===== src/spr_pkg.sv =====
// Shared types and constants for the sump pump run controller.
// No dependencies; every other file of the block refers to this package.
`default_nettype none

package spr_pkg;

    // Field widths of one input item, one result item and the config port.
    localparam int unsigned TIME_W      = 32;
    localparam int unsigned LEVEL_W     = 16;
    localparam int unsigned KIND_W      = 2;
    localparam int unsigned MODE_W      = 2;
    localparam int unsigned CFG_IDX_W   = 2;
    localparam int unsigned CFG_DATA_W  = 16;
    localparam int unsigned MINUTES_W   = 11;
    localparam int unsigned SECONDS_W   = 12;

    // Scale factors from the configured units to milliseconds.
    localparam int unsigned MS_PER_MINUTE = 60000;
    localparam int unsigned MS_PER_SECOND = 1000;

    // 2047 minutes is 122,820,000 ms (27 bits); 4095 s is 4,095,000 ms (22 bits).
    localparam int unsigned MAX_MS_W = 27;
    localparam int unsigned LOW_MS_W = 22;

    // Configuration reset values.
    localparam int unsigned RESET_MAX_MINUTES = 60;
    localparam int unsigned RESET_LOW_SECONDS = 30;
    localparam int unsigned RESET_STOP_LEVEL  = 200;
    localparam int unsigned RESET_START_LEVEL = 800;

    typedef enum logic [KIND_W-1:0] {
        KIND_TICK    = 2'd0,
        KIND_MAN_ON  = 2'd1,
        KIND_MAN_OFF = 2'd2,
        KIND_AUTO    = 2'd3
    } kind_t;

    typedef enum logic [MODE_W-1:0] {
        MODE_AUTO    = 2'd0,
        MODE_MAN_ON  = 2'd1,
        MODE_MAN_OFF = 2'd2
    } mode_t;

    typedef enum logic [CFG_IDX_W-1:0] {
        CFG_MAX_RUNTIME = 2'd0,
        CFG_LOW_DELAY   = 2'd1,
        CFG_STOP_LEVEL  = 2'd2,
        CFG_START_LEVEL = 2'd3
    } cfg_idx_t;

    typedef struct packed {
        logic [KIND_W-1:0]  kind;
        logic [TIME_W-1:0]  now_ms;
        logic               level_valid;
        logic [LEVEL_W-1:0] level_mm;
        logic               flood_confirmed;
    } in_item_t;

    typedef struct packed {
        logic               pump_running;
        logic [MODE_W-1:0]  mode;
        logic [TIME_W-1:0]  runtime_ms;
        logic               max_runtime_hit;
        logic               dry_run_hit;
    } out_item_t;

    // Limits as the evaluation logic uses them, already scaled to milliseconds.
    typedef struct packed {
        logic [MAX_MS_W-1:0] max_ms;
        logic [LOW_MS_W-1:0] low_ms;
        logic [LEVEL_W-1:0]  stop_level;
        logic [LEVEL_W-1:0]  start_level;
    } cfg_t;

endpackage

`default_nettype wire


===== src/spr_channels.sv =====
// Handshake channel interfaces of the sump pump run controller: input items,
// result items and configuration writes. Depends on spr_pkg for widths.
`default_nettype none

interface spr_in_if;
    logic                        valid;
    logic                        ready;
    logic [spr_pkg::KIND_W-1:0]  kind;
    logic [spr_pkg::TIME_W-1:0]  now_ms;
    logic                        level_valid;
    logic [spr_pkg::LEVEL_W-1:0] level_mm;
    logic                        flood_confirmed;

    modport source (output valid, kind, now_ms, level_valid, level_mm, flood_confirmed,
                    input ready);
    modport sink   (input valid, kind, now_ms, level_valid, level_mm, flood_confirmed,
                    output ready);
endinterface

interface spr_out_if;
    logic                       valid;
    logic                       ready;
    logic                       pump_running;
    logic [spr_pkg::MODE_W-1:0] mode;
    logic [spr_pkg::TIME_W-1:0] runtime_ms;
    logic                       max_runtime_hit;
    logic                       dry_run_hit;

    modport source (output valid, pump_running, mode, runtime_ms, max_runtime_hit,
                    dry_run_hit, input ready);
    modport sink   (input valid, pump_running, mode, runtime_ms, max_runtime_hit,
                    dry_run_hit, output ready);
endinterface

interface spr_cfg_if;
    logic                           valid;
    logic                           ready;
    logic [spr_pkg::CFG_IDX_W-1:0]  index;
    logic [spr_pkg::CFG_DATA_W-1:0] data;

    modport source (output valid, index, data, input ready);
    modport sink   (input valid, index, data, output ready);
endinterface

`default_nettype wire


===== src/spr_cfg_regs.sv =====
// Configuration register file of the sump pump run controller.
// Depends on spr_pkg and the spr_cfg_if channel interface.
`default_nettype none

module spr_cfg_regs
(
    input  wire logic     clk,
    input  wire logic     rst_n,
    spr_cfg_if.sink       cfg_ch,
    output spr_pkg::cfg_t cfg
);

    spr_pkg::cfg_t cfg_reg;

    // Time limits are scaled to milliseconds once, when written.
    logic [spr_pkg::MAX_MS_W-1:0] max_ms_wr;
    logic [spr_pkg::LOW_MS_W-1:0] low_ms_wr;

    assign max_ms_wr = spr_pkg::MAX_MS_W'(cfg_ch.data[spr_pkg::MINUTES_W-1:0])
                     * spr_pkg::MAX_MS_W'(spr_pkg::MS_PER_MINUTE);
    assign low_ms_wr = spr_pkg::LOW_MS_W'(cfg_ch.data[spr_pkg::SECONDS_W-1:0])
                     * spr_pkg::LOW_MS_W'(spr_pkg::MS_PER_SECOND);

    assign cfg_ch.ready = 1'b1;
    assign cfg          = cfg_reg;

    always_ff @(posedge clk or negedge rst_n)
    begin
        if (!rst_n)
        begin
            cfg_reg.max_ms      <= spr_pkg::MAX_MS_W'(spr_pkg::RESET_MAX_MINUTES
                                                      * spr_pkg::MS_PER_MINUTE);
            cfg_reg.low_ms      <= spr_pkg::LOW_MS_W'(spr_pkg::RESET_LOW_SECONDS
                                                      * spr_pkg::MS_PER_SECOND);
            cfg_reg.stop_level  <= spr_pkg::LEVEL_W'(spr_pkg::RESET_STOP_LEVEL);
            cfg_reg.start_level <= spr_pkg::LEVEL_W'(spr_pkg::RESET_START_LEVEL);
        end
        else if (cfg_ch.valid && cfg_ch.ready)
        begin
            unique case (spr_pkg::cfg_idx_t'(cfg_ch.index))
                spr_pkg::CFG_MAX_RUNTIME: cfg_reg.max_ms      <= max_ms_wr;
                spr_pkg::CFG_LOW_DELAY:   cfg_reg.low_ms      <= low_ms_wr;
                spr_pkg::CFG_STOP_LEVEL:  cfg_reg.stop_level  <= cfg_ch.data;
                spr_pkg::CFG_START_LEVEL: cfg_reg.start_level <= cfg_ch.data;
            endcase
        end
    end

endmodule

`default_nettype wire


===== src/spr_core.sv =====
// Run-control state and per-item evaluation of the sump pump run controller.
// Depends on spr_pkg; instantiated by the top level.
`default_nettype none

module spr_core
(
    input  wire logic              clk,
    input  wire logic              rst_n,
    input  wire logic              fire,
    input  wire spr_pkg::in_item_t item,
    input  wire spr_pkg::cfg_t     cfg,
    output spr_pkg::out_item_t     result
);

    logic                       running_reg,   running_next;
    spr_pkg::mode_t             mode_reg,      mode_next;
    logic [spr_pkg::TIME_W-1:0] start_reg,     start_next;
    logic                       tracking_reg,  tracking_next;
    logic [spr_pkg::TIME_W-1:0] low_since_reg, low_since_next;
    logic                       max_flag_reg,  max_flag_next;
    logic                       dry_flag_reg,  dry_flag_next;

    logic                       level_low;
    logic                       level_high;
    logic [spr_pkg::TIME_W-1:0] run_elapsed;
    logic [spr_pkg::TIME_W-1:0] low_elapsed;
    logic                       max_reached;
    logic                       low_reached;
    logic [spr_pkg::TIME_W-1:0] runtime_now;

    assign level_low   = item.level_valid && (item.level_mm <= cfg.stop_level);
    assign level_high  = item.level_valid && (item.level_mm >= cfg.start_level);
    assign run_elapsed = item.now_ms - start_reg;
    assign low_elapsed = item.now_ms - low_since_reg;
    assign max_reached = run_elapsed >= spr_pkg::TIME_W'(cfg.max_ms);
    assign low_reached = low_elapsed >= spr_pkg::TIME_W'(cfg.low_ms);

    always_comb
    begin
        running_next   = running_reg;
        mode_next      = mode_reg;
        start_next     = start_reg;
        tracking_next  = tracking_reg;
        low_since_next = low_since_reg;
        max_flag_next  = max_flag_reg;
        dry_flag_next  = dry_flag_reg;

        unique case (spr_pkg::kind_t'(item.kind))
            spr_pkg::KIND_TICK:
            begin
                // Maximum-runtime stop comes first.
                if (running_next && max_reached)
                begin
                    running_next  = 1'b0;
                    tracking_next = 1'b0;
                    max_flag_next = 1'b1;
                end
                // Dry-run stop: the low level must persist from an earlier tick.
                if (running_next)
                begin
                    if (level_low)
                    begin
                        if (!tracking_reg)
                        begin
                            tracking_next  = 1'b1;
                            low_since_next = item.now_ms;
                        end
                        else if (low_reached)
                        begin
                            running_next  = 1'b0;
                            tracking_next = 1'b0;
                            dry_flag_next = 1'b1;
                        end
                    end
                    else
                    begin
                        tracking_next = 1'b0;
                    end
                end
                // Auto start may follow a stop on the same tick.
                if (mode_reg == spr_pkg::MODE_AUTO && !running_next
                    && item.flood_confirmed && level_high)
                begin
                    running_next  = 1'b1;
                    start_next    = item.now_ms;
                    tracking_next = 1'b0;
                    max_flag_next = 1'b0;
                    dry_flag_next = 1'b0;
                end
            end
            spr_pkg::KIND_MAN_ON:
            begin
                mode_next = spr_pkg::MODE_MAN_ON;
                if (!running_reg)
                begin
                    running_next  = 1'b1;
                    start_next    = item.now_ms;
                    tracking_next = 1'b0;
                    max_flag_next = 1'b0;
                    dry_flag_next = 1'b0;
                end
            end
            spr_pkg::KIND_MAN_OFF:
            begin
                mode_next     = spr_pkg::MODE_MAN_OFF;
                running_next  = 1'b0;
                tracking_next = tracking_reg && !running_reg;
            end
            spr_pkg::KIND_AUTO:
            begin
                mode_next = spr_pkg::MODE_AUTO;
            end
        endcase
    end

    assign runtime_now = item.now_ms - start_next;

    always_comb
    begin
        result.pump_running    = running_next;
        result.mode            = mode_next;
        result.runtime_ms      = running_next ? runtime_now : '0;
        result.max_runtime_hit = max_flag_next;
        result.dry_run_hit     = dry_flag_next;
    end

    always_ff @(posedge clk or negedge rst_n)
    begin
        if (!rst_n)
        begin
            running_reg   <= 1'b0;
            mode_reg      <= spr_pkg::MODE_AUTO;
            start_reg     <= '0;
            tracking_reg  <= 1'b0;
            low_since_reg <= '0;
            max_flag_reg  <= 1'b0;
            dry_flag_reg  <= 1'b0;
        end
        else if (fire)
        begin
            running_reg   <= running_next;
            mode_reg      <= mode_next;
            start_reg     <= start_next;
            tracking_reg  <= tracking_next;
            low_since_reg <= low_since_next;
            max_flag_reg  <= max_flag_next;
            dry_flag_reg  <= dry_flag_next;
        end
    end

    // A stop records at most one reason, and every start clears both.
    assert property (@(posedge clk) disable iff (!rst_n)
        !(max_flag_reg && dry_flag_reg))
        else $error("spr_core: both stop reasons flagged");

    // Manual-on always leaves the pump running in manual-on mode.
    assert property (@(posedge clk) disable iff (!rst_n)
        fire && item.kind == spr_pkg::KIND_MAN_ON
        |=> running_reg && mode_reg == spr_pkg::MODE_MAN_ON)
        else $error("spr_core: manual-on did not run the pump");

    // Without a transaction the run state does not move.
    assert property (@(posedge clk) disable iff (!rst_n)
        !fire |=> $stable(running_reg) && $stable(start_reg) && $stable(mode_reg))
        else $error("spr_core: state changed without a transaction");

    // Low-level tracking only exists while the pump runs.
    assert property (@(posedge clk) disable iff (!rst_n)
        tracking_reg |-> running_reg)
        else $error("spr_core: low tracking while stopped");

endmodule

`default_nettype wire


===== src/sump_pump_run_controller.sv =====
// Sump pump run controller, top level. Depends on spr_pkg, the spr_channels
// interfaces, spr_cfg_regs and spr_core.
//
// Each input transaction is an evaluation tick, manual-on, manual-off or auto
// command, carrying the millisecond time, the level reading and the flood flag.
// The block returns exactly one result transaction per input transaction, in
// order: the pump drive, the mode, the current run time and the two sticky stop
// reasons, all as they stand after that item. An item is captured into an input
// register, evaluated against the run state by a single pass of compare and
// subtract logic, and the result is captured into an output register in the
// same edge that updates the run state. The block sustains one transaction per
// clock while the result side takes every result; an accepted item passes the
// input register and then the output register before its result is shown. The
// output register decouples the two sides, so a new item is taken while a
// finished result waits; a stalled output also holds the input once it is full.
// Configuration writes are accepted in every cycle and take effect at once;
// they are meant to be issued while no item is in flight. Time differences
// wrap modulo 2^32, so the run and dry-run timers survive a clock rollover.
`default_nettype none

module sump_pump_run_controller
(
    input  wire logic clk,
    input  wire logic rst_n,
    spr_in_if.sink    in_ch,
    spr_out_if.source out_ch,
    spr_cfg_if.sink   cfg_ch
);

    logic               in_valid_reg;
    spr_pkg::in_item_t  in_item_reg;
    logic               out_valid_reg;
    spr_pkg::out_item_t out_item_reg;

    spr_pkg::cfg_t      cfg;
    spr_pkg::out_item_t result;
    logic               advance;

    // The held item moves on when the output register is free or being emptied.
    assign advance     = in_valid_reg && (!out_valid_reg || out_ch.ready);
    assign in_ch.ready = !in_valid_reg || !out_valid_reg || out_ch.ready;

    spr_cfg_regs u_cfg_regs
    (
        .clk    (clk),
        .rst_n  (rst_n),
        .cfg_ch (cfg_ch),
        .cfg    (cfg)
    );

    spr_core u_core
    (
        .clk    (clk),
        .rst_n  (rst_n),
        .fire   (advance),
        .item   (in_item_reg),
        .cfg    (cfg),
        .result (result)
    );

    always_ff @(posedge clk or negedge rst_n)
    begin
        if (!rst_n)
        begin
            in_valid_reg  <= 1'b0;
            out_valid_reg <= 1'b0;
        end
        else
        begin
            if (in_ch.ready)
            begin
                in_valid_reg <= in_ch.valid;
            end
            if (advance)
            begin
                out_valid_reg <= 1'b1;
            end
            else if (out_ch.ready)
            begin
                out_valid_reg <= 1'b0;
            end
        end
    end

    // Payload registers carry no reset; their valid bits qualify them.
    always_ff @(posedge clk)
    begin
        if (in_ch.valid && in_ch.ready)
        begin
            in_item_reg.kind            <= in_ch.kind;
            in_item_reg.now_ms          <= in_ch.now_ms;
            in_item_reg.level_valid     <= in_ch.level_valid;
            in_item_reg.level_mm        <= in_ch.level_mm;
            in_item_reg.flood_confirmed <= in_ch.flood_confirmed;
        end
        if (advance)
        begin
            out_item_reg <= result;
        end
    end

    assign out_ch.valid           = out_valid_reg;
    assign out_ch.pump_running    = out_item_reg.pump_running;
    assign out_ch.mode            = out_item_reg.mode;
    assign out_ch.runtime_ms      = out_item_reg.runtime_ms;
    assign out_ch.max_runtime_hit = out_item_reg.max_runtime_hit;
    assign out_ch.dry_run_hit     = out_item_reg.dry_run_hit;

    // A stopped pump never reports run time.
    assert property (@(posedge clk) disable iff (!rst_n)
        out_ch.valid && !out_ch.pump_running |-> out_ch.runtime_ms == '0)
        else $error("sump_pump_run_controller: run time reported while stopped");

    // A held item with a full, stalled output blocks further input.
    assert property (@(posedge clk) disable iff (!rst_n)
        in_valid_reg && out_valid_reg && !out_ch.ready |-> !in_ch.ready && !advance)
        else $error("sump_pump_run_controller: input taken while pipeline full");

    // Every evaluated item produces a result in the next cycle.
    assert property (@(posedge clk) disable iff (!rst_n)
        advance |=> out_valid_reg)
        else $error("sump_pump_run_controller: result lost");

endmodule

`default_nettype wire


===== src/flat_wrapper.sv =====
// flat-port wrapper written by rule: the top's interface ports become plain ports
module sump_pump_run_controller_flat 
  (clk, rst_n, in_ch_valid, in_ch_kind, in_ch_now_ms, in_ch_level_valid, in_ch_level_mm, in_ch_flood_confirmed, in_ch_ready, out_ch_valid, out_ch_pump_running, out_ch_mode, out_ch_runtime_ms, out_ch_max_runtime_hit, out_ch_dry_run_hit, out_ch_ready, cfg_ch_valid, cfg_ch_index, cfg_ch_data, cfg_ch_ready);
  spr_in_if in_ch_i ();
  spr_out_if out_ch_i ();
  spr_cfg_if cfg_ch_i ();
  input  wire logic clk;
  input  wire logic rst_n;
  input wire logic [$bits(in_ch_i.valid)-1:0] in_ch_valid;
  input wire logic [$bits(in_ch_i.kind)-1:0] in_ch_kind;
  input wire logic [$bits(in_ch_i.now_ms)-1:0] in_ch_now_ms;
  input wire logic [$bits(in_ch_i.level_valid)-1:0] in_ch_level_valid;
  input wire logic [$bits(in_ch_i.level_mm)-1:0] in_ch_level_mm;
  input wire logic [$bits(in_ch_i.flood_confirmed)-1:0] in_ch_flood_confirmed;
  output wire logic [$bits(in_ch_i.ready)-1:0] in_ch_ready;
  output wire logic [$bits(out_ch_i.valid)-1:0] out_ch_valid;
  output wire logic [$bits(out_ch_i.pump_running)-1:0] out_ch_pump_running;
  output wire logic [$bits(out_ch_i.mode)-1:0] out_ch_mode;
  output wire logic [$bits(out_ch_i.runtime_ms)-1:0] out_ch_runtime_ms;
  output wire logic [$bits(out_ch_i.max_runtime_hit)-1:0] out_ch_max_runtime_hit;
  output wire logic [$bits(out_ch_i.dry_run_hit)-1:0] out_ch_dry_run_hit;
  input wire logic [$bits(out_ch_i.ready)-1:0] out_ch_ready;
  input wire logic [$bits(cfg_ch_i.valid)-1:0] cfg_ch_valid;
  input wire logic [$bits(cfg_ch_i.index)-1:0] cfg_ch_index;
  input wire logic [$bits(cfg_ch_i.data)-1:0] cfg_ch_data;
  output wire logic [$bits(cfg_ch_i.ready)-1:0] cfg_ch_ready;
  assign in_ch_i.valid = in_ch_valid;
  assign in_ch_i.kind = in_ch_kind;
  assign in_ch_i.now_ms = in_ch_now_ms;
  assign in_ch_i.level_valid = in_ch_level_valid;
  assign in_ch_i.level_mm = in_ch_level_mm;
  assign in_ch_i.flood_confirmed = in_ch_flood_confirmed;
  assign in_ch_ready = in_ch_i.ready;
  assign out_ch_valid = out_ch_i.valid;
  assign out_ch_pump_running = out_ch_i.pump_running;
  assign out_ch_mode = out_ch_i.mode;
  assign out_ch_runtime_ms = out_ch_i.runtime_ms;
  assign out_ch_max_runtime_hit = out_ch_i.max_runtime_hit;
  assign out_ch_dry_run_hit = out_ch_i.dry_run_hit;
  assign out_ch_i.ready = out_ch_ready;
  assign cfg_ch_i.valid = cfg_ch_valid;
  assign cfg_ch_i.index = cfg_ch_index;
  assign cfg_ch_i.data = cfg_ch_data;
  assign cfg_ch_ready = cfg_ch_i.ready;
  sump_pump_run_controller u_core (.clk(clk), .rst_n(rst_n), .in_ch(in_ch_i), .out_ch(out_ch_i), .cfg_ch(cfg_ch_i));
endmodule

===== config.mk =====
export PLATFORM = sky130hd
export DESIGN_NAME = sump_pump_run_controller_flat
export DESIGN_NICKNAME = d
export VERILOG_FILES = /design/src/spr_pkg.sv /design/src/spr_channels.sv /design/src/spr_cfg_regs.sv /design/src/spr_core.sv /design/src/sump_pump_run_controller.sv /design/src/flat_wrapper.sv
export SDC_FILE = /design/constraint.sdc
export NUM_CORES = 1
export LEC_CHECK = 0
export ABC_AREA = 0
export BUFFER_PORTS_ARGS = -buffer_cell sky130_fd_sc_hd__clkbuf_2
export CORE_ASPECT_RATIO = 0.9
export CORE_MARGIN = 2
export CORE_UTILIZATION = 59
export CTS_BUF_LIST = sky130_fd_sc_hd__clkbuf_8 sky130_fd_sc_hd__clkbuf_16
export CTS_CLUSTER_SIZE = 10
export DETAILED_ROUTE_END_ITERATION = 10
export PLACE_DENSITY = 0.77
export SYNTH_ARGS = -nofsm -noshare
export SYNTH_HDL_FRONTEND = slang
export SYNTH_SLANG_ARGS = --single-unit

===== constraint.sdc =====
create_clock -name clk -period 15.35 [get_ports clk]
set_input_delay 0.7675 -clock clk [delete_from_list [all_inputs] [get_ports clk]]
set_output_delay 0.7675 -clock clk [all_outputs]
set_load 0.02 [all_outputs]

==> run metrics, run 1 <==
status complete, no violations; post-cts sizing count 0; PwrDens 144 mW/mm²; post-placement cell area 0.0217 mm²; # IOs 115; Synth area leaders ha_1, dfrtp_1, edfxtp_1; R2R setup slack 4.93 ns; Crit Path Max Fanout 65; diodes inserted 0; Syn Area/Cell 9.41 µm²; static leakage 10.9 nW; max-slew violation count 0; CTS Buf Count 30; Rel. slew slack 0.219; maximum clock insertion buffer count 3; post-route setup TNS 0 ns; ys async rst share 0.620; clk sinks 234; multi-input logic area 0.0132 mm²; GP Congestion 0.916; effective utilization at floorplan 0.596; yosys warns 0; H-Tree Depth 1; clk root buf clkbuf_16; final instance area 0.0227 mm²; first-pass GRT wire length 88200 µm; HP Class in -> async; DRT Wirelength 54000 µm; register area 0.00633 mm²; fmax 96.0 MHz; Die X 202 µm; final setup margin 4.93 ns; Die H 182 µm; minimum clock period 10.42 ns; post-synth cell types 84; Vias/cell 6.05; initial antenna violation count 0; pre-CTS setup slack 5.34 ns; largest area contributor in the netlist ha_1; Synth top area share 0.162; Syn Inst Count 2212; Total GRT Usage 0.298; share of cells above drive strength 1 0.122; Post-synth EDFFs 89; path type of the worst setup path reg -> reg; Yosys reg bits 234; Reg clk slew, reported paths 0.06 ns; final net count 2709; Syn Nets 2625; vias in the first global route 16800; die area 0.0368 mm²; synth-to-layout area growth 9.03%; period utilization 0.679; max FFs per register 73; most used cell, CP a21oi_1; Final Util 0.650; DRC Markers 0; RSZ-0062 raised after global routing no; CTS tree built; Arr. time, crit path 10.84 ns; peak supply drop 0.109 mV; drt wl/cell 19.4 µm; postcts setup bufs 0; Mapped Area 0.0208 mm²; clock skew 0.0500 ns; endpoint required time on the critical path 15.77 ns; final setup vio count 0; quantity of I/O buffers inserted on ports 113; post-synthesis sequential area ratio 0.304; slowest stage cell, crit path o41ai_1; final hold viol count 0; Worst-Skew Late Latency 0.61 ns; CP Launch Type register; hpwl dp 40800 µm; Tot Pwr 3.28 mW; post-route ant nets 0; core area 0.0349 mm²; pin count of the biggest net entering global routing 102; DR vias 16900; Fillers 2793; slew at the pin closest to its max-slew limit 1.16 ns; DRT Pass-1 Iters 5; DRT iter0 DRCs 1199; ys flop type dfrtp_1; slowest cell delay on critical path 0.95 ns; total grt overflow 0; Max-cap violations 0; # rows 65; Worst Setup End Kind register; hold buffers post-CTS 0
layer usage:
layer	track usage	wire, µm
met1	0.426	24800
met2	0.477	24300
met4	0.0800	1470
met5	0	0
met3	0.0430	3430
report_power, final:
| group | total (mW) | switching [mW] | internal (mW) |
|---|---|---|---|
| Sequential | 0.875 | 0.0867 | 0.788 |
| Combinational | 1.72 | 0.982 | 0.738 |
| Clock | 0.681 | 0.286 | 0.395 |
| Total | 3.28 | 1.35 | 1.92 |
final cells by class:
type,instances,area share
Clock inverter,21,0.00634
Tap cell,469,0.0259
Clock buffer,35,0.0361
Sequential cell,234,0.279
Multi-Input combinational cell,1649,0.581
Inverter,256,0.0424
Timing Repair Buffer,125,0.0292
cells by family (layout without fill, tap and decap cells):
family	count (synthesis)	after routing	synth area share
AO/OA/AOI/OAI	583	583	0.185
buffers and inverters	329	437	0.0637
multiplexers	101	101	0.0577
AND/OR/NAND/NOR	525	525	0.119
other	1	1	0.000180
XOR/XNOR	101	101	0.0425
adder cells (fa/ha/maj)	338	338	0.228
flip-flops	234	234	0.304
worst max-delay path: cells and delay by family, from the launching register on:
| kind | cells | cell delay, ns |
|---|---|---|
| adders and majority gates | 4 | 1.24 |
| DFF | 1 | 0.50 |
| and+or+nand+nor | 6 | 0.98 |
| AOI/OAI and AO/OA | 23 | 6.76 |
| buffers and inverters | 2 | 0.61 |
| xor gates and xnor gates | 1 | 0.14 |
cells in the final DEF, fill, tap and decap left out, types with 15 or more instances in the layout:
cell type,Yosys,layout
a21o_1,62,62
a21oi_1,159,159
clkbuf_16,0,30
clkbuf_2,0,112
dfrtp_1,121,120
dfstp_2,24,24
edfxtp_1,89,89
fa_1,68,68
ha_1,270,269
inv_1,256,271
mux2_2,36,36
mux2_4,29,29
mux2i_1,36,36
nand2_1,169,169
nand2b_1,35,35
nand3_1,51,51
nand4_1,24,24
nor2_1,134,133
nor2b_1,17,17
nor3_1,31,31
o211a_1,33,33
o211ai_1,39,39
o21a_1,27,27
o21ai_0,133,133
o21bai_1,15,15
xnor2_1,64,64
xor2_1,37,37
synthesized netlist by cell type (all sizes together) (10+ instances only):
library cell	count
a21o	62
edfxtp	89
o211ai	39
mux2	65
ha	270
nand2b	35
nand3	52
o21a	27
nor4	11
buf	30
a21oi	160
nor3	31
o21bai	15
dfstp	24
dfrtp	121
xor2	37
o21ai	137
clkbuf	43
nand4	24
fa	68
mux2i	36
nor2	134
nand2	169
o31ai	12
nor2b	17
inv	256
a31oi	10
xnor2	64
o211a	34
a211oi	14
final timing paths:
path	to	startpoint	cells after the start
max in group asynchronous	u_core.u_cfg_regs.cfg[77]	rst_n	2
worst max-delay path	u_core.out_ch.runtime_ms[28]	u_core.in_item_reg[22]	36
worst max register to register	u_core.out_ch.runtime_ms[28]	u_core.in_item_reg[22]	36
worst min register to register	u_core.u_cfg_regs.cfg[68]	u_core.u_cfg_regs.cfg[68]	2
min in group clk	u_core.in_item_reg[25]	in_ch_now_ms[7]	1
worst min-delay path	u_core.u_core.low_since_reg[11]	rst_n	1
stage by stage:
step	hold WS (ns)	cells
4_1_cts	0.315	2789
5_1_grt	0.321	2789
2_1_floorplan	0.449	2212
3_3_place_gp	0.465	2733
6_report	0.310	2789
3_5_place_dp	0.473	2733
Note: power is estimated with default switching activity, not from simulation.
==> run 2: changes to the inputs <==
==> constraint.sdc (replaced) <==
create_clock -name clk -period 9.6 [get_ports clk]
set_input_delay 0.48 -clock clk [delete_from_list [all_inputs] [get_ports clk]]
set_output_delay 0.48 -clock clk [all_outputs]
set_load 0.02 [all_outputs]
==> run 2 against run 1 <==
Effect of this change:
- flip-flop and latch count unchanged
- die area unchanged
- via count up 1.3%
- combinational power up 62%
- first-iteration DRC count up 6.8%
- register-to-register slack worse by 4.2 ns
- maximum frequency up 18%
- total power up 59%
- clock power up 51%
- count of clock-buffer cells in the layout down 5
- worst hold slack worse by 0.26 ns
- clock skew down 0.030 ns
- critical path type unchanged
- critical endpoint unchanged
- highest routed layer unchanged
==> run metrics, run 2 (synthesized netlist as in run 1, its figures left out) <==
status complete, no violations; clk sinks 234; static leakage 11.0 nW; max-slew violation count 0; Reg clk slew, reported paths 0.06 ns; most frequent cells in the layout inv_1, ha_1, nand2_1; HP Class in -> async; diodes inserted 0; # IOs 115; Total GRT Usage 0.299; Crit Path Max Fanout 6; slowest cell delay on critical path 0.51 ns; final net count 2732; Tot Pwr 5.21 mW; Max-cap violations 0; vias in the first global route 17100; first-pass GRT wire length 88500 µm; initial antenna violation count 0; Fillers 2800; Die H 182 µm; DR vias 17100; minimum clock period 8.86 ns; share of cells above drive strength 1 0.131; die area 0.0368 mm²; GP Congestion 0.962; maximum clock insertion buffer count 3; Final Util 0.654; worst r2r dst u_core.out_ch.runtime_ms[28]; clock skew 0.0204 ns; worst setup path end u_core.out_ch.runtime_ms[28]; Rel. slew slack 0.222; Worst-Skew Late Latency 0.58 ns; Vias/cell 6.08; fmax 113 MHz; Worst Setup End Kind register; reg2reg start u_core.in_item_reg[22]; endpoint required time on the critical path 10.02 ns; drt wl/cell 19.2 µm; DRC Markers 0; Die X 202 µm; leading cell type in the layout, fill and taps excluded inv_1; CP Launch Type register; Arr. time, crit path 9.28 ns; synth-to-layout area growth 9.63%; slowest stage cell, crit path edfxtp_1; CTS tree built; post-route ant nets 0; R2R cell count 40; DRT Pass-1 Iters 6; total grt overflow 0; final setup vio count 0; DRT Wirelength 54000 µm; CTS Buf Count 29; pin count of the biggest net entering global routing 98; Worst Setup SP u_core.in_item_reg[22]; core area 0.0349 mm²; postcts setup bufs 0; clk root buf clkbuf_16; path type of the worst setup path reg -> reg; peak supply drop 0.174 mV; period utilization 0.923; slew at the pin closest to its max-slew limit 1.17 ns; final hold viol count 0; R2R setup slack 0.74 ns; max FFs per register 73; PwrDens 229 mW/mm²; effective utilization at floorplan 0.596; H-Tree Depth 1; # rows 65; DRT iter0 DRCs 1281; quantity of I/O buffers inserted on ports 113; hpwl dp 41000 µm
==> run 2: stage by stage <==
step / hold slack, ns / area (µm²) / instances / setup slack, ns / TNS, ns
finish: 0.0451 / 22800 / 2811 / 0.736 / 0
global route: 0.0546 / 22800 / 2811 / -0.00177 / -0.00177
CTS: 0.0420 / 22800 / 2811 / 0.573 / 0
detailed placement: 0.471 / 21900 / 2757 / 0.664 / 0
global placement: 0.462 / 21900 / 2757 / 1.01 / 0
floorplan: 0.184 / 20800 / 2212 / 1.87 / 0
==> run 2: layout make-up <==
cell class                      count  area (µm²)  share of cell area
Sequential cell                   234        6330               0.278
Timing Repair Buffer              149         842              0.0369
Multi-Input combinational cell   1649       13200               0.579
Clock buffer                       30         739              0.0324
Inverter                          256         962              0.0422
Tap cell                          469         587              0.0257
Clock inverter                     24         138             0.00603
==> run 2: what timing repair did <==
action | in CTS | in global routing
hold endpoints to repair | 0 | 0
resized for setup | 0 | 6
endpoints found under the setup margin | 0 | 3
hold buffers | 0 | 0
==> run 2: how the worst min path moves through the flow <==
stage | to | slack [ns] | depth (start not counted)
6_report | u_core.u_cfg_regs.cfg[52] | 0.05 | 1
5_1_grt | u_core.in_item_reg[23] | 0.05 | 1
4_1_cts | u_core.in_item_reg[2] | 0.04 | 1
3_5_place_dp | u_core.u_cfg_regs.cfg[44] | 0.47 | 2
3_3_place_gp | u_core.u_cfg_regs.cfg[20] | 0.46 | 2
2_1_floorplan | u_core.in_valid_reg | 0.18 | 0
==> run 2: critical path, delay by kind of cell, from the launching register on <==
family	cells	cell delay, ns
compound gates	27	5.71
xor+xnor	1	0.15
fa+ha+maj	4	1.26
buf+inv	2	0.13
flops	1	0.51
simple gates	6	0.93
==> run 2: power by group <==
part           total (mW)  switching (mW)  internal, mW
sequential           1.40           0.137          1.26
clock                1.03           0.446         0.579
combinational        2.79            1.59          1.20
total                5.21            2.17          3.04
==> run 2: layer usage <==
metal,up-vias,global-route usage,part of all wire,wire (µm)
met5,-,0,0,0
met4,0,0.0956,0.031,1690
met3,107,0.0380,0.059,3210
met2,581,0.472,0.45,24100
met1,8328,0.429,0.46,25000
li1,8067,-,-,-
==> run 3: changes to the inputs <==
--- a/config.mk
+++ b/config.mk
@@ -6,14 +6,16 @@
 export NUM_CORES = 1
 export LEC_CHECK = 0
 export ABC_AREA = 0
-export BUFFER_PORTS_ARGS = -buffer_cell sky130_fd_sc_hd__clkbuf_2
+export CELL_PAD_IN_SITES_DETAIL_PLACEMENT = 0
+export CELL_PAD_IN_SITES_GLOBAL_PLACEMENT = 2
 export CORE_ASPECT_RATIO = 0.9
 export CORE_MARGIN = 2
-export CORE_UTILIZATION = 59
+export CORE_UTILIZATION = 42
 export CTS_BUF_LIST = sky130_fd_sc_hd__clkbuf_8 sky130_fd_sc_hd__clkbuf_16
 export CTS_CLUSTER_SIZE = 10
 export DETAILED_ROUTE_END_ITERATION = 10
-export PLACE_DENSITY = 0.77
+export DONT_BUFFER_PORTS = 1
+export PLACE_DENSITY_LB_ADDON = 0.1
 export SYNTH_ARGS = -nofsm -noshare
 export SYNTH_HDL_FRONTEND = slang
 export SYNTH_SLANG_ARGS = --single-unit
==> run 3 against run 2 <==
Effect of this change:
- non-clock buffer count down 49
- critical endpoint unchanged
- sequential power about the same
- highest routed layer is now met5
- clock power up 11%
==> run metrics, run 3 (synthesized netlist as in run 1, its figures left out) <==
Tot Pwr 5.37 mW; Final Util 0.474; GP Congestion 0.875; # rows 77; HP Class in -> reg; leading cell type in the layout, fill and taps excluded ha_1; slew at the pin closest to its max-slew limit 1.15 ns; peak supply drop 0.133 mV; period utilization 0.932; DR vias 16400; effective utilization at floorplan 0.424; vias in the first global route 16500; Vias/cell 5.60; maximum clock insertion buffer count 3; clk sinks 234; endpoint required time on the critical path 10.05 ns; synth-to-layout area growth 11.7%; DRT Wirelength 62200 µm; pin count of the biggest net entering global routing 146; die area 0.0513 mm²; minimum clock period 8.95 ns; Die H 215 µm; total grt overflow 0; Total GRT Usage 0.243; fmax 112 MHz; initial antenna violation count 6; static leakage 10.8 nW; CTS Buf Count 31; drt wl/cell 21.2 µm; path type of the worst setup path reg -> reg; core area 0.0490 mm²; first-pass GRT wire length 96800 µm; quantity of I/O buffers inserted on ports 0; post-route ant nets 0; placed cells 2805; most used cell, CP a21oi_1; Reg clk slew, reported paths 0.06 ns; share of cells above drive strength 1 0.0897; post-route setup TNS 0 ns; Worst Setup End Kind register; slowest cell delay on critical path 0.60 ns; max FFs per register 73; final hold viol count 0; clk root buf clkbuf_16; final net count 2685; max-slew violation count 0; Rel. slew slack 0.233; H-Tree Depth 1; slowest stage cell, crit path nor3_1; hpwl dp 47700 µm; PwrDens 231 mW/mm²; DRC Markers 0; clock skew 0.0245 ns; most frequent cells in the layout ha_1, inv_1, nand2_1; Die X 239 µm; Arr. time, crit path 9.41 ns; CTS tree built; final setup vio count 0; Worst-Skew Late Latency 0.61 ns; DRT Pass-1 Iters 7; Max-cap violations 0; status complete, no violations; Crit Path Max Fanout 6; CP Launch Type register; DRT iter0 DRCs 986; # IOs 115; fin cells 2932
-- run 3: cell count changes in the layout (fill, tap and decap cells not counted), sizes merged --
cell,before,now
clkbuf,142,40
dlygate4sd3,0,63
inv,272,266
diode,0,3
bufinv,1,0
clkinvlp,0,1
-- run 3: metrics by stage --
step / instance area, µm² / setup slack [ns] / hold WS [ns]
after global routing: 23200 / -0.00576 / 0.0197
after floorplan: 20800 / 1.87 / 0.184
after global placement: 21500 / 0.529 / 0.189
final: 23200 / 0.649 / 0.0367
after detailed placement: 21500 / 0.343 / 0.189
after CTS: 23200 / 0.277 / 0.00580
-- run 3: final cells by class --
type                       instances  area (µm²)
antenna                            3        7.51
clock buffer                      40         911
clock inverter                    18        97.6
fill                            4695       25800
inverter                         256         962
multi-input combinational       1649       13200
sequential                       234        6330
tap                              632         791
timing repair buffer             100         932
-- run 3: final timing paths --
path	from	cells after the start	slack (ns)	end
worst max-delay path	u_core.in_item_reg[20]	39	0.65	u_core.out_ch.runtime_ms[28]
worst min-delay path	cfg_ch_data[0]	1	0.04	u_core.u_cfg_regs.cfg[16]
worst max register to register	u_core.in_item_reg[20]	39	0.65	u_core.out_ch.runtime_ms[28]
worst min register to register	u_core.u_cfg_regs.cfg[75]	2	0.48	u_core.u_cfg_regs.cfg[75]
max in group asynchronous	rst_n	2	8.40	u_core.u_core.start_reg[11]
min in group asynchronous	rst_n	2	0.50	u_core.u_cfg_regs.cfg[7]
-- run 3: timing repair --
| item | in CTS | in global routing |
|---|---|---|
| hold buffers | 64 | 0 |
| setup buffers | 0 | 2 |
| setup endpoints to repair | 0 | 6 |
| hold endpoints to repair | 215 | 0 |
| gates resized for setup | 0 | 8 |
-- run 3: critical path: cells and delay by family (launching register included) --
family | cells | cell delay [ns]
buffers and inverters | 1 | 0.06
and+or+nand+nor | 8 | 1.41
xor gates and xnor gates | 1 | 0.14
adders and majority gates | 4 | 1.25
AOI/OAI and AO/OA | 25 | 5.44
DFF | 1 | 0.50
-- run 3: power breakdown --
part	internal, mW	switching, mW	leakage (nW)
combinational	1.19	1.61	7.71
clock	0.663	0.482	0.536
sequential	1.26	0.165	2.60
total	3.11	2.25	10.8
-- run 3: routing by layer --
metal | vias to the layer above | part of all wire | wire length (µm) | track usage
met5 | - | 0.00063 | 39 | 0
met4 | 6 | 0.029 | 1790 | 0.0658
met3 | 101 | 0.047 | 2920 | 0.0356
met2 | 358 | 0.43 | 26900 | 0.371
met1 | 7980 | 0.49 | 30500 | 0.359
li1 | 7981 | - | - | -
